--- src/hdl/sti_pkg.sv ---
`timescale 1ns / 1ps
// ----------------------------------------------------------------------------
// sti_pkg
// Shared types and constants for the sorted table: sizes, operation and
// status codes, controller states and the command/status bundles.
// ----------------------------------------------------------------------------
package sti_pkg;

  localparam int DEPTH = 32;
  localparam int IDX_W = $clog2(DEPTH);
  localparam int CNT_W = $clog2(DEPTH + 1);
  localparam int KEY_W = 32;
  localparam int TAG_W = 16;
  localparam int POS_W = 6;
  localparam int CMP_W = (CNT_W > POS_W) ? CNT_W : POS_W;

  typedef enum logic [1:0] {
    FUNC_INSERT = 2'd0,
    FUNC_DELETE = 2'd1,
    FUNC_READ   = 2'd2,
    FUNC_NOP    = 2'd3
  } func_t;

  typedef enum logic [1:0] {
    ST_OK   = 2'd0,
    ST_FULL = 2'd1,
    ST_BAD  = 2'd2
  } status_t;

  typedef enum logic [2:0] {
    PTR_HOLD,
    PTR_LOAD_TOP,
    PTR_LOAD_POS,
    PTR_INC,
    PTR_DEC
  } ptr_op_t;

  typedef enum logic [1:0] {
    WA_UP,
    WA_DOWN,
    WA_ZERO
  } waddr_t;

  typedef enum logic {
    WD_NEW,
    WD_RDATA
  } wdata_t;

  typedef enum logic [1:0] {
    CNT_HOLD,
    CNT_INC,
    CNT_DEC
  } cnt_op_t;

  typedef enum logic [3:0] {
    S_IDLE,
    S_DISPATCH,
    S_INS_FIRST,
    S_INS_STEP,
    S_INS_LAST,
    S_DEL_FIRST,
    S_DEL_TAKE,
    S_DEL_SHIFT,
    S_RD_FIRST,
    S_RD_TAKE
  } state_t;

  typedef struct packed {
    logic    capture;
    ptr_op_t ptr_op;
    logic    mem_rd;
    logic    wr_en;
    waddr_t  wr_addr_sel;
    wdata_t  wr_data_sel;
    logic    take_entry;
    logic    respond;
    status_t status;
    cnt_op_t cnt_op;
  } sti_cmd_t;

  typedef struct packed {
    func_t func;
    logic  full;
    logic  cnt_zero;
    logic  pos_ok;
    logic  key_ge;
    logic  prev_zero;
    logic  more;
  } sti_sts_t;

endpackage

--- src/hdl/sti_datapath.sv ---
`timescale 1ns / 1ps
// ----------------------------------------------------------------------------
// sti_datapath
// Entry memory, transaction registers, walk pointers, entry count and the
// registered result.
// ----------------------------------------------------------------------------
module sti_datapath
  import sti_pkg::*;
(
  input  logic                    clk,
  input  logic                    rst_n,
  input  logic [1:0]              in_func,
  input  logic signed [KEY_W-1:0] in_key,
  input  logic [TAG_W-1:0]        in_tag,
  input  logic [POS_W-1:0]        in_position,
  input  sti_cmd_t                cmd,
  output sti_sts_t                sts,
  output logic                    out_valid,
  output logic [1:0]              out_status,
  output logic signed [KEY_W-1:0] out_key_out,
  output logic [TAG_W-1:0]        out_tag_out,
  output logic [CNT_W-1:0]        out_count
);

  logic [KEY_W-1:0]        key_mem [DEPTH];
  logic [TAG_W-1:0]        tag_mem [DEPTH];

  func_t                   func_r;
  logic signed [KEY_W-1:0] key_r;
  logic [TAG_W-1:0]        tag_r;
  logic [POS_W-1:0]        pos_r;
  logic [CNT_W-1:0]        count_r;
  logic [CNT_W-1:0]        ptr_r;
  logic [CNT_W-1:0]        prev_r;
  logic signed [KEY_W-1:0] rkey_r;
  logic [TAG_W-1:0]        rtag_r;
  logic                    out_valid_r;
  status_t                 out_status_r;
  logic [KEY_W-1:0]        out_key_r;
  logic [TAG_W-1:0]        out_tag_r;

  logic [IDX_W-1:0]        wr_addr;
  logic [KEY_W-1:0]        wr_key;
  logic [TAG_W-1:0]        wr_tag;

  // captured transaction
  always_ff @(posedge clk) begin
    if (cmd.capture) begin
      func_r <= func_t'(in_func);
      key_r  <= in_key;
      tag_r  <= in_tag;
      pos_r  <= in_position;
    end
  end

  // walk pointer
  always_ff @(posedge clk) begin
    case (cmd.ptr_op)
      PTR_LOAD_TOP: ptr_r <= count_r - CNT_W'(1);
      PTR_LOAD_POS: ptr_r <= CNT_W'(CMP_W'(pos_r) - CMP_W'(1));
      PTR_INC:      ptr_r <= ptr_r + CNT_W'(1);
      PTR_DEC:      ptr_r <= ptr_r - CNT_W'(1);
      default:      ptr_r <= ptr_r;
    endcase
  end

  always_comb begin
    case (cmd.wr_addr_sel)
      WA_UP:   wr_addr = IDX_W'(prev_r + CNT_W'(1));
      WA_DOWN: wr_addr = IDX_W'(prev_r - CNT_W'(1));
      default: wr_addr = '0;
    endcase
    case (cmd.wr_data_sel)
      WD_RDATA: begin
        wr_key = rkey_r;
        wr_tag = rtag_r;
      end
      default: begin
        wr_key = key_r;
        wr_tag = tag_r;
      end
    endcase
  end

  // single read port, single write port
  always_ff @(posedge clk) begin
    if (cmd.wr_en) begin
      key_mem[wr_addr] <= wr_key;
      tag_mem[wr_addr] <= wr_tag;
    end
    if (cmd.mem_rd) begin
      rkey_r <= key_mem[ptr_r[IDX_W-1:0]];
      rtag_r <= tag_mem[ptr_r[IDX_W-1:0]];
      prev_r <= ptr_r;
    end
  end

  always_ff @(posedge clk) begin
    if (!rst_n) begin
      count_r     <= '0;
      out_valid_r <= 1'b0;
    end else begin
      out_valid_r <= cmd.respond;
      case (cmd.cnt_op)
        CNT_INC: count_r <= count_r + CNT_W'(1);
        CNT_DEC: count_r <= count_r - CNT_W'(1);
        default: count_r <= count_r;
      endcase
    end
  end

  always_ff @(posedge clk) begin
    if (cmd.respond) begin
      out_status_r <= cmd.status;
    end
    if (cmd.capture) begin
      out_key_r <= '0;
      out_tag_r <= '0;
    end else if (cmd.take_entry) begin
      out_key_r <= rkey_r;
      out_tag_r <= rtag_r;
    end
  end

  always_comb begin
    sts.func      = func_r;
    sts.full      = (count_r == CNT_W'(DEPTH));
    sts.cnt_zero  = (count_r == '0);
    sts.pos_ok    = (pos_r != '0) && (CMP_W'(pos_r) <= CMP_W'(count_r));
    sts.key_ge    = (rkey_r >= key_r);
    sts.prev_zero = (prev_r == '0);
    sts.more      = (ptr_r < count_r);
  end

  assign out_valid   = out_valid_r;
  assign out_status  = out_status_r;
  assign out_key_out = out_key_r;
  assign out_tag_out = out_tag_r;
  assign out_count   = count_r;

endmodule

--- src/hdl/sti_ctrl.sv ---
`timescale 1ns / 1ps
// ----------------------------------------------------------------------------
// sti_ctrl
// Controller for the sorted table: dispatches a transaction and steps the
// datapath through the scan and shift of the entry memory.
// ----------------------------------------------------------------------------
module sti_ctrl
  import sti_pkg::*;
(
  input  logic     clk,
  input  logic     rst_n,
  input  logic     start,
  output logic     busy,
  input  sti_sts_t sts,
  output sti_cmd_t cmd
);

  state_t state_r;
  state_t state_nxt;

  always_ff @(posedge clk) begin
    if (!rst_n) begin
      state_r <= S_IDLE;
    end else begin
      state_r <= state_nxt;
    end
  end

  // next state
  always_comb begin
    state_nxt = state_r;
    case (state_r)
      S_IDLE: begin
        if (start) state_nxt = S_DISPATCH;
      end
      S_DISPATCH: begin
        case (sts.func)
          FUNC_INSERT: begin
            if (sts.full)          state_nxt = S_IDLE;
            else if (sts.cnt_zero) state_nxt = S_INS_LAST;
            else                   state_nxt = S_INS_FIRST;
          end
          FUNC_DELETE: state_nxt = sts.pos_ok ? S_DEL_FIRST : S_IDLE;
          FUNC_READ:   state_nxt = sts.pos_ok ? S_RD_FIRST : S_IDLE;
          default:     state_nxt = S_IDLE;
        endcase
      end
      S_INS_FIRST: state_nxt = S_INS_STEP;
      S_INS_STEP: begin
        if (!sts.key_ge)        state_nxt = S_IDLE;
        else if (sts.prev_zero) state_nxt = S_INS_LAST;
      end
      S_INS_LAST:  state_nxt = S_IDLE;
      S_DEL_FIRST: state_nxt = S_DEL_TAKE;
      S_DEL_TAKE:  state_nxt = sts.more ? S_DEL_SHIFT : S_IDLE;
      S_DEL_SHIFT: begin
        if (!sts.more) state_nxt = S_IDLE;
      end
      S_RD_FIRST:  state_nxt = S_RD_TAKE;
      S_RD_TAKE:   state_nxt = S_IDLE;
      default:     state_nxt = S_IDLE;
    endcase
  end

  // commands
  always_comb begin
    cmd.capture     = 1'b0;
    cmd.ptr_op      = PTR_HOLD;
    cmd.mem_rd      = 1'b0;
    cmd.wr_en       = 1'b0;
    cmd.wr_addr_sel = WA_UP;
    cmd.wr_data_sel = WD_NEW;
    cmd.take_entry  = 1'b0;
    cmd.respond     = 1'b0;
    cmd.status      = ST_OK;
    cmd.cnt_op      = CNT_HOLD;
    case (state_r)
      S_IDLE: begin
        cmd.capture = start;
      end
      S_DISPATCH: begin
        case (sts.func)
          FUNC_INSERT: begin
            if (sts.full) begin
              cmd.respond = 1'b1;
              cmd.status  = ST_FULL;
            end else if (!sts.cnt_zero) begin
              cmd.ptr_op = PTR_LOAD_TOP;
            end
          end
          FUNC_DELETE, FUNC_READ: begin
            if (sts.pos_ok) begin
              cmd.ptr_op = PTR_LOAD_POS;
            end else begin
              cmd.respond = 1'b1;
              cmd.status  = ST_BAD;
            end
          end
          default: begin
            cmd.respond = 1'b1;
          end
        endcase
      end
      S_INS_FIRST: begin
        cmd.mem_rd = 1'b1;
        cmd.ptr_op = PTR_DEC;
      end
      S_INS_STEP: begin
        cmd.wr_en       = 1'b1;
        cmd.wr_addr_sel = WA_UP;
        if (sts.key_ge) begin
          cmd.wr_data_sel = WD_RDATA;
          if (!sts.prev_zero) begin
            cmd.mem_rd = 1'b1;
            cmd.ptr_op = PTR_DEC;
          end
        end else begin
          cmd.wr_data_sel = WD_NEW;
          cmd.respond     = 1'b1;
          cmd.cnt_op      = CNT_INC;
        end
      end
      S_INS_LAST: begin
        cmd.wr_en       = 1'b1;
        cmd.wr_addr_sel = WA_ZERO;
        cmd.wr_data_sel = WD_NEW;
        cmd.respond     = 1'b1;
        cmd.cnt_op      = CNT_INC;
      end
      S_DEL_FIRST, S_RD_FIRST: begin
        cmd.mem_rd = 1'b1;
        cmd.ptr_op = PTR_INC;
      end
      S_DEL_TAKE: begin
        cmd.take_entry = 1'b1;
        if (sts.more) begin
          cmd.mem_rd = 1'b1;
          cmd.ptr_op = PTR_INC;
        end else begin
          cmd.respond = 1'b1;
          cmd.cnt_op  = CNT_DEC;
        end
      end
      S_DEL_SHIFT: begin
        cmd.wr_en       = 1'b1;
        cmd.wr_addr_sel = WA_DOWN;
        cmd.wr_data_sel = WD_RDATA;
        if (sts.more) begin
          cmd.mem_rd = 1'b1;
          cmd.ptr_op = PTR_INC;
        end else begin
          cmd.respond = 1'b1;
          cmd.cnt_op  = CNT_DEC;
        end
      end
      S_RD_TAKE: begin
        cmd.take_entry = 1'b1;
        cmd.respond    = 1'b1;
      end
      default: begin
        cmd.capture = 1'b0;
      end
    endcase
  end

  assign busy = (state_r != S_IDLE);

endmodule

--- src/hdl/sorted_table_insert_delete.sv ---
`timescale 1ns / 1ps
// ----------------------------------------------------------------------------
// sorted_table_insert_delete
// Sorted table of up to DEPTH (key, tag) entries with insert, delete at
// position and read at position, one result per transaction.
// ----------------------------------------------------------------------------
// A transaction is taken when start is high and busy is low. Its result
// appears on the out_ ports for exactly one cycle, marked by out_valid, in
// the cycle after busy falls; there is no way to hold it off, so capture it
// then. On a delete busy lasts longer the more entries lie past the position,
// and on an insert into a non-empty table the more entries have a key that is
// not smaller than the new key. The length is set by the entry memory, which
// has one read and one write port and so moves one entry per cycle while the
// table is opened up or closed. A new start can be taken in the cycle that
// shows the previous result. out_count always shows the current entry count.
// ----------------------------------------------------------------------------
module sorted_table_insert_delete
  import sti_pkg::*;
(
  input  logic                    clk,
  input  logic                    rst_n,
  input  logic                    start,
  output logic                    busy,
  input  logic [1:0]              in_func,
  input  logic signed [KEY_W-1:0] in_key,
  input  logic [TAG_W-1:0]        in_tag,
  input  logic [POS_W-1:0]        in_position,
  output logic                    out_valid,
  output logic [1:0]              out_status,
  output logic signed [KEY_W-1:0] out_key_out,
  output logic [TAG_W-1:0]        out_tag_out,
  output logic [CNT_W-1:0]        out_count
);

  // command and status bundles between controller and datapath
  sti_cmd_t cmd;
  sti_sts_t sts;

  // controller: dispatch, then scan/shift one entry per cycle
  sti_ctrl u_ctrl (
    .clk   (clk),
    .rst_n (rst_n),
    .start (start),
    .busy  (busy),
    .sts   (sts),
    .cmd   (cmd)
  );

  // datapath: entry memory, pointers, count and result registers
  sti_datapath u_datapath (
    .clk         (clk),
    .rst_n       (rst_n),
    .in_func     (in_func),
    .in_key      (in_key),
    .in_tag      (in_tag),
    .in_position (in_position),
    .cmd         (cmd),
    .sts         (sts),
    .out_valid   (out_valid),
    .out_status  (out_status),
    .out_key_out (out_key_out),
    .out_tag_out (out_tag_out),
    .out_count   (out_count)
  );

`ifndef SYNTHESIS
  // count never goes past the table size
  a_count_range: assert property (@(posedge clk) disable iff (!rst_n)
    out_count <= CNT_W'(DEPTH))
    else $error("entry count beyond table size");

  // every result marks the end of a busy period
  a_strobe_after_busy: assert property (@(posedge clk) disable iff (!rst_n)
    out_valid |-> $fell(busy))
    else $error("result strobe without a finished transaction");

  // every busy period ends in exactly one result
  a_busy_gives_result: assert property (@(posedge clk) disable iff (!rst_n)
    $fell(busy) |-> out_valid)
    else $error("transaction finished without a result");

  // a full report only when the table is full
  a_full_report: assert property (@(posedge clk) disable iff (!rst_n)
    (out_valid && out_status == ST_FULL) |-> (out_count == CNT_W'(DEPTH)))
    else $error("full reported with room left");

  // an error result carries no entry
  a_bad_zero: assert property (@(posedge clk) disable iff (!rst_n)
    (out_valid && out_status == ST_BAD) |-> (out_key_out == '0 && out_tag_out == '0))
    else $error("error result carries entry data");
`endif

endmodule
--- config.mk ---
export PLATFORM = sky130hd
export DESIGN_NAME = sorted_table_insert_delete
export DESIGN_NICKNAME = d
export VERILOG_FILES = /design/src/hdl/sti_pkg.sv /design/src/hdl/sti_datapath.sv /design/src/hdl/sti_ctrl.sv /design/src/hdl/sorted_table_insert_delete.sv
export SDC_FILE = /design/constraint.sdc
export NUM_CORES = 2
export LEC_CHECK = 0
export ABC_AREA = 1
export BUFFER_PORTS_ARGS = -buffer_cell sky130_fd_sc_hd__buf_2
export CORE_ASPECT_RATIO = 0.9
export CORE_MARGIN = 2
export CORE_UTILIZATION = 45
export DETAILED_ROUTE_END_ITERATION = 8
export MAX_ROUTING_LAYER = met4
export PLACE_DENSITY = 0.64
export SYNTH_ARGS = -nofsm -noshare
export SYNTH_HDL_FRONTEND = slang
export SYNTH_SLANG_ARGS = --single-unit
--- constraint.sdc ---
create_clock -name clk -period 8.31 [get_ports clk]
set_input_delay 1.662 -clock clk [delete_from_list [all_inputs] [get_ports clk]]
set_output_delay 1.662 -clock clk [all_outputs]
set_load 0.01 [all_outputs]
==> run metrics <==
status=finished clean; Setup Total Neg Slack=0 ps; Syn Nets=5210; type of the worst min-delay path=flip-flop to flip-flop; clock share of power=0.412; # rows=around 140; final max-slew violation count=0; dpl ws=3780 ps; leak pwr=between 20 and 25 nW; CTS Hold Buffers Added=0; fmax=approximately 0.22 GHz; Power, Total=between 15 and 20 mW; Layout Skew=approximately 28 ps; TritonCTS Buffers=approximately 170; Synth Cell Area=between 60000 and 70000 um2; initial core utilization=0.452; largest net degree at the start of global routing=between 150 and 200; GRT Resource Usage Total=0.261; routability congestion estimate from global placement=0.859; area grow syn2layout=11.8%; Final Non-Filler Cells=~7200; WL/cell=~27 um; Post-Syn Instances=~5100; DRT iter0 DRCs=roughly 7000; number of port buffers=roughly 120; Net Switching=between 4 and 5 mW; Max VDD drop=approximately 0.00018 V; post-route cell area=75900 um2; CTS H-tree depth=4; Worst Path Required=slightly below 9000 ps; Vias=around 45000; clk_lat worst skew=roughly 820 ps; Post-synth EDFFs=1654; Most used DFF post-synth=edfxtp_1; Sequential Power Share=0.534; P_int=14.0 mW; RSZ-0062 raised after global routing=false; crit start category=flip-flop; Period minus WS final=approximately 4600 ps; placed cell count=6921; vias per inst=between 6 and 7; CP Capture Type=flip-flop; relative slew slack=0.119; syn avg cell area=around 13 um2; Fin. Hold Viols=0; final net count=between 5000 and 6000; yosys warns=0; cts repair resizes=0; CTS tree=done; Post-Route WL=about 200000 um; Die Ht=between 300 and 400 um; Worst-Margin Slew=roughly 1300 ps; Post-DRT Antenna Nets=0; switching fraction of total power=0.224; Clock Tree Buf Depth=3; asr flop ratio synth=0; die area=roughly 150000 um2; maxcap violations=0; Core ar.=between 150000 and 200000 um2; first-pass GRT wire length=284000 um; DRT Pass-1 Iters=7; final setup margin=3660 ps; area of the multi-input gates=about 15000 um2; CTS sink count=1713; critical path arrival=around 5000 ps; clock-pin slew of the registers on the worst-case setup and hold paths=approximately 70 ps; Setup CP Type=flip-flop to flip-flop; hpwl dp=approximately 97000 um; Seq/Total Area, Yosys=0.749; Layout Utilization=0.506; Synth Register Bits=between 1500 and 2000; initial antenna violation count=14; Placed Area=a little over 70000 um2; Reg area=around 51000 um2; Fillers=approximately 13000; grt ovf=0; Final setup viols=0; period utilization=0.560; Die X=between 400 and 500 um; Min Hold Slack=457 ps; vias in the first global route=roughly 41000; clk root buf=clkbuf_16; share of cells above drive strength 1=0.101; Post-CTS Setup Bufs=0; Max Fanout on Critical Path=between 150 and 200; IO Count=117; synth unique cells=between 40 and 50; combinational share of power=0.054; # DRC=0; Power per Cell Area=237 nW/um2
flip-flops by register name, summed over array words and instances (netlist names), 4 cells and up:
signal,cells
u_datapath.ptr_r,6
u_datapath.key_r,32
u_datapath.out_tag_out,16
u_datapath.out_key_out,32
u_datapath.rtag_r,16
u_datapath.tag_mem,512
u_ctrl.state_r,4
u_datapath.tag_r,16
u_datapath.prev_r,6
u_datapath.rkey_r,32
u_datapath.out_count,6
u_datapath.key_mem,1024
u_datapath.pos_r,6
area by class of cell:
cell class              count  area share
well taps                1986      0.0327
repair buffers            201      0.0173
multi-input cells        2914       0.204
diodes                      8    0.000264
inverters                 108     0.00577
clock inverters            86     0.00982
clock buffers             227      0.0601
flip-flops and latches   1713       0.670
layout by cell type (no fill, tap or decap), drive strengths merged, types with 2 or more instances in the layout:
cell      netlist  routed
nand4           9       9
clkbuf        240     227
o221ai        275     275
buf           114     201
a221oi          2       2
o22ai         113     113
a21oi          85      85
ha             60      60
bufinv          0       9
xor2           12      12
inv           105     116
nand3         136     136
clkinvlp        0       2
o21a            3       3
nand3b          2       2
clkinv          3      67
nor2          961     961
diode           0       8
nand2         269     269
dfxtp          59      59
o21ai         874     874
o211ai          3       3
xnor2           2       2
a32oi          41      41
nor3            9       9
edfxtp       1654    1654
fa              2       2
a31oi          50      50
or2             2       2
path summary, 6_finish.rpt:
path	from	end	slack, ps	depth (start not counted)
worst max-delay path	u_datapath.ptr_r[0]$_DFFE_PP_	u_datapath.rkey_r[22]$_DFFE_PP_	3660	9
worst max register to register	u_datapath.ptr_r[0]$_DFFE_PP_	u_datapath.rkey_r[22]$_DFFE_PP_	3660	9
worst min-delay path	u_datapath.out_key_out[10]$_SDFFE_PP0P_	u_datapath.out_key_out[10]$_SDFFE_PP0P_	460	2
worst min register to register	u_datapath.out_key_out[10]$_SDFFE_PP0P_	u_datapath.out_key_out[10]$_SDFFE_PP0P_	460	2
synthesized netlist by cell type (all sizes together), types with 9 or more instances:
master     n  area share
nand2    269       0.016
ha        60       0.011
xor2      12      0.0015
clkbuf   240       0.013
o22ai    113       0.010
dfxtp     59       0.017
o221ai   275       0.035
a21oi     85      0.0064
nor3       9     0.00098
nand4      9     0.00083
nand3    136       0.010
inv      105      0.0058
a32oi     41      0.0053
o21ai    874       0.064
edfxtp  1654        0.73
buf      114      0.0090
nor2     961       0.053
a31oi     50      0.0046
cell families after synthesis:
family / after synthesis / synth area share
flops: 1713 / 0.749
compound gates: 1449 / 0.128
simple gates: 1389 / 0.0817
buf+inv: 462 / 0.0282
fa+ha+maj: 62 / 0.0116
xor+xnor: 14 / 0.00181
routing by layer:
| layer | GRT usage | share of wire |
|---|---|---|
| met5 | - | 0 |
| met4 | 0.0757 | 0.026 |
| met3 | 0.0614 | 0.12 |
| met2 | 0.374 | 0.44 |
| met1 | 0.371 | 0.41 |
power groups by stage:
stage / Sequential [mW] / Clock (mW) / Combinational (mW)
after floorplan: 9.79 / 0 / 0.592
after detailed placement: 9.79 / 0 / 0.948
after global placement: 9.79 / 0 / 0.935
after global routing: 9.61 / 7.80 / 1.06
final: 9.61 / 7.43 / 0.973
after CTS: 9.61 / 7.49 / 0.953
critical path: stages (launching register included):
cell	delay (ps)
edfxtp_1	500
buf_12	490
buf_12	630
buf_4	860
o21ai_0	210
o221ai_1	250
nand3_1	120
o21ai_1	110
nor2_1	60
a31oi_1	890
(Power assumes the default switching activity.)
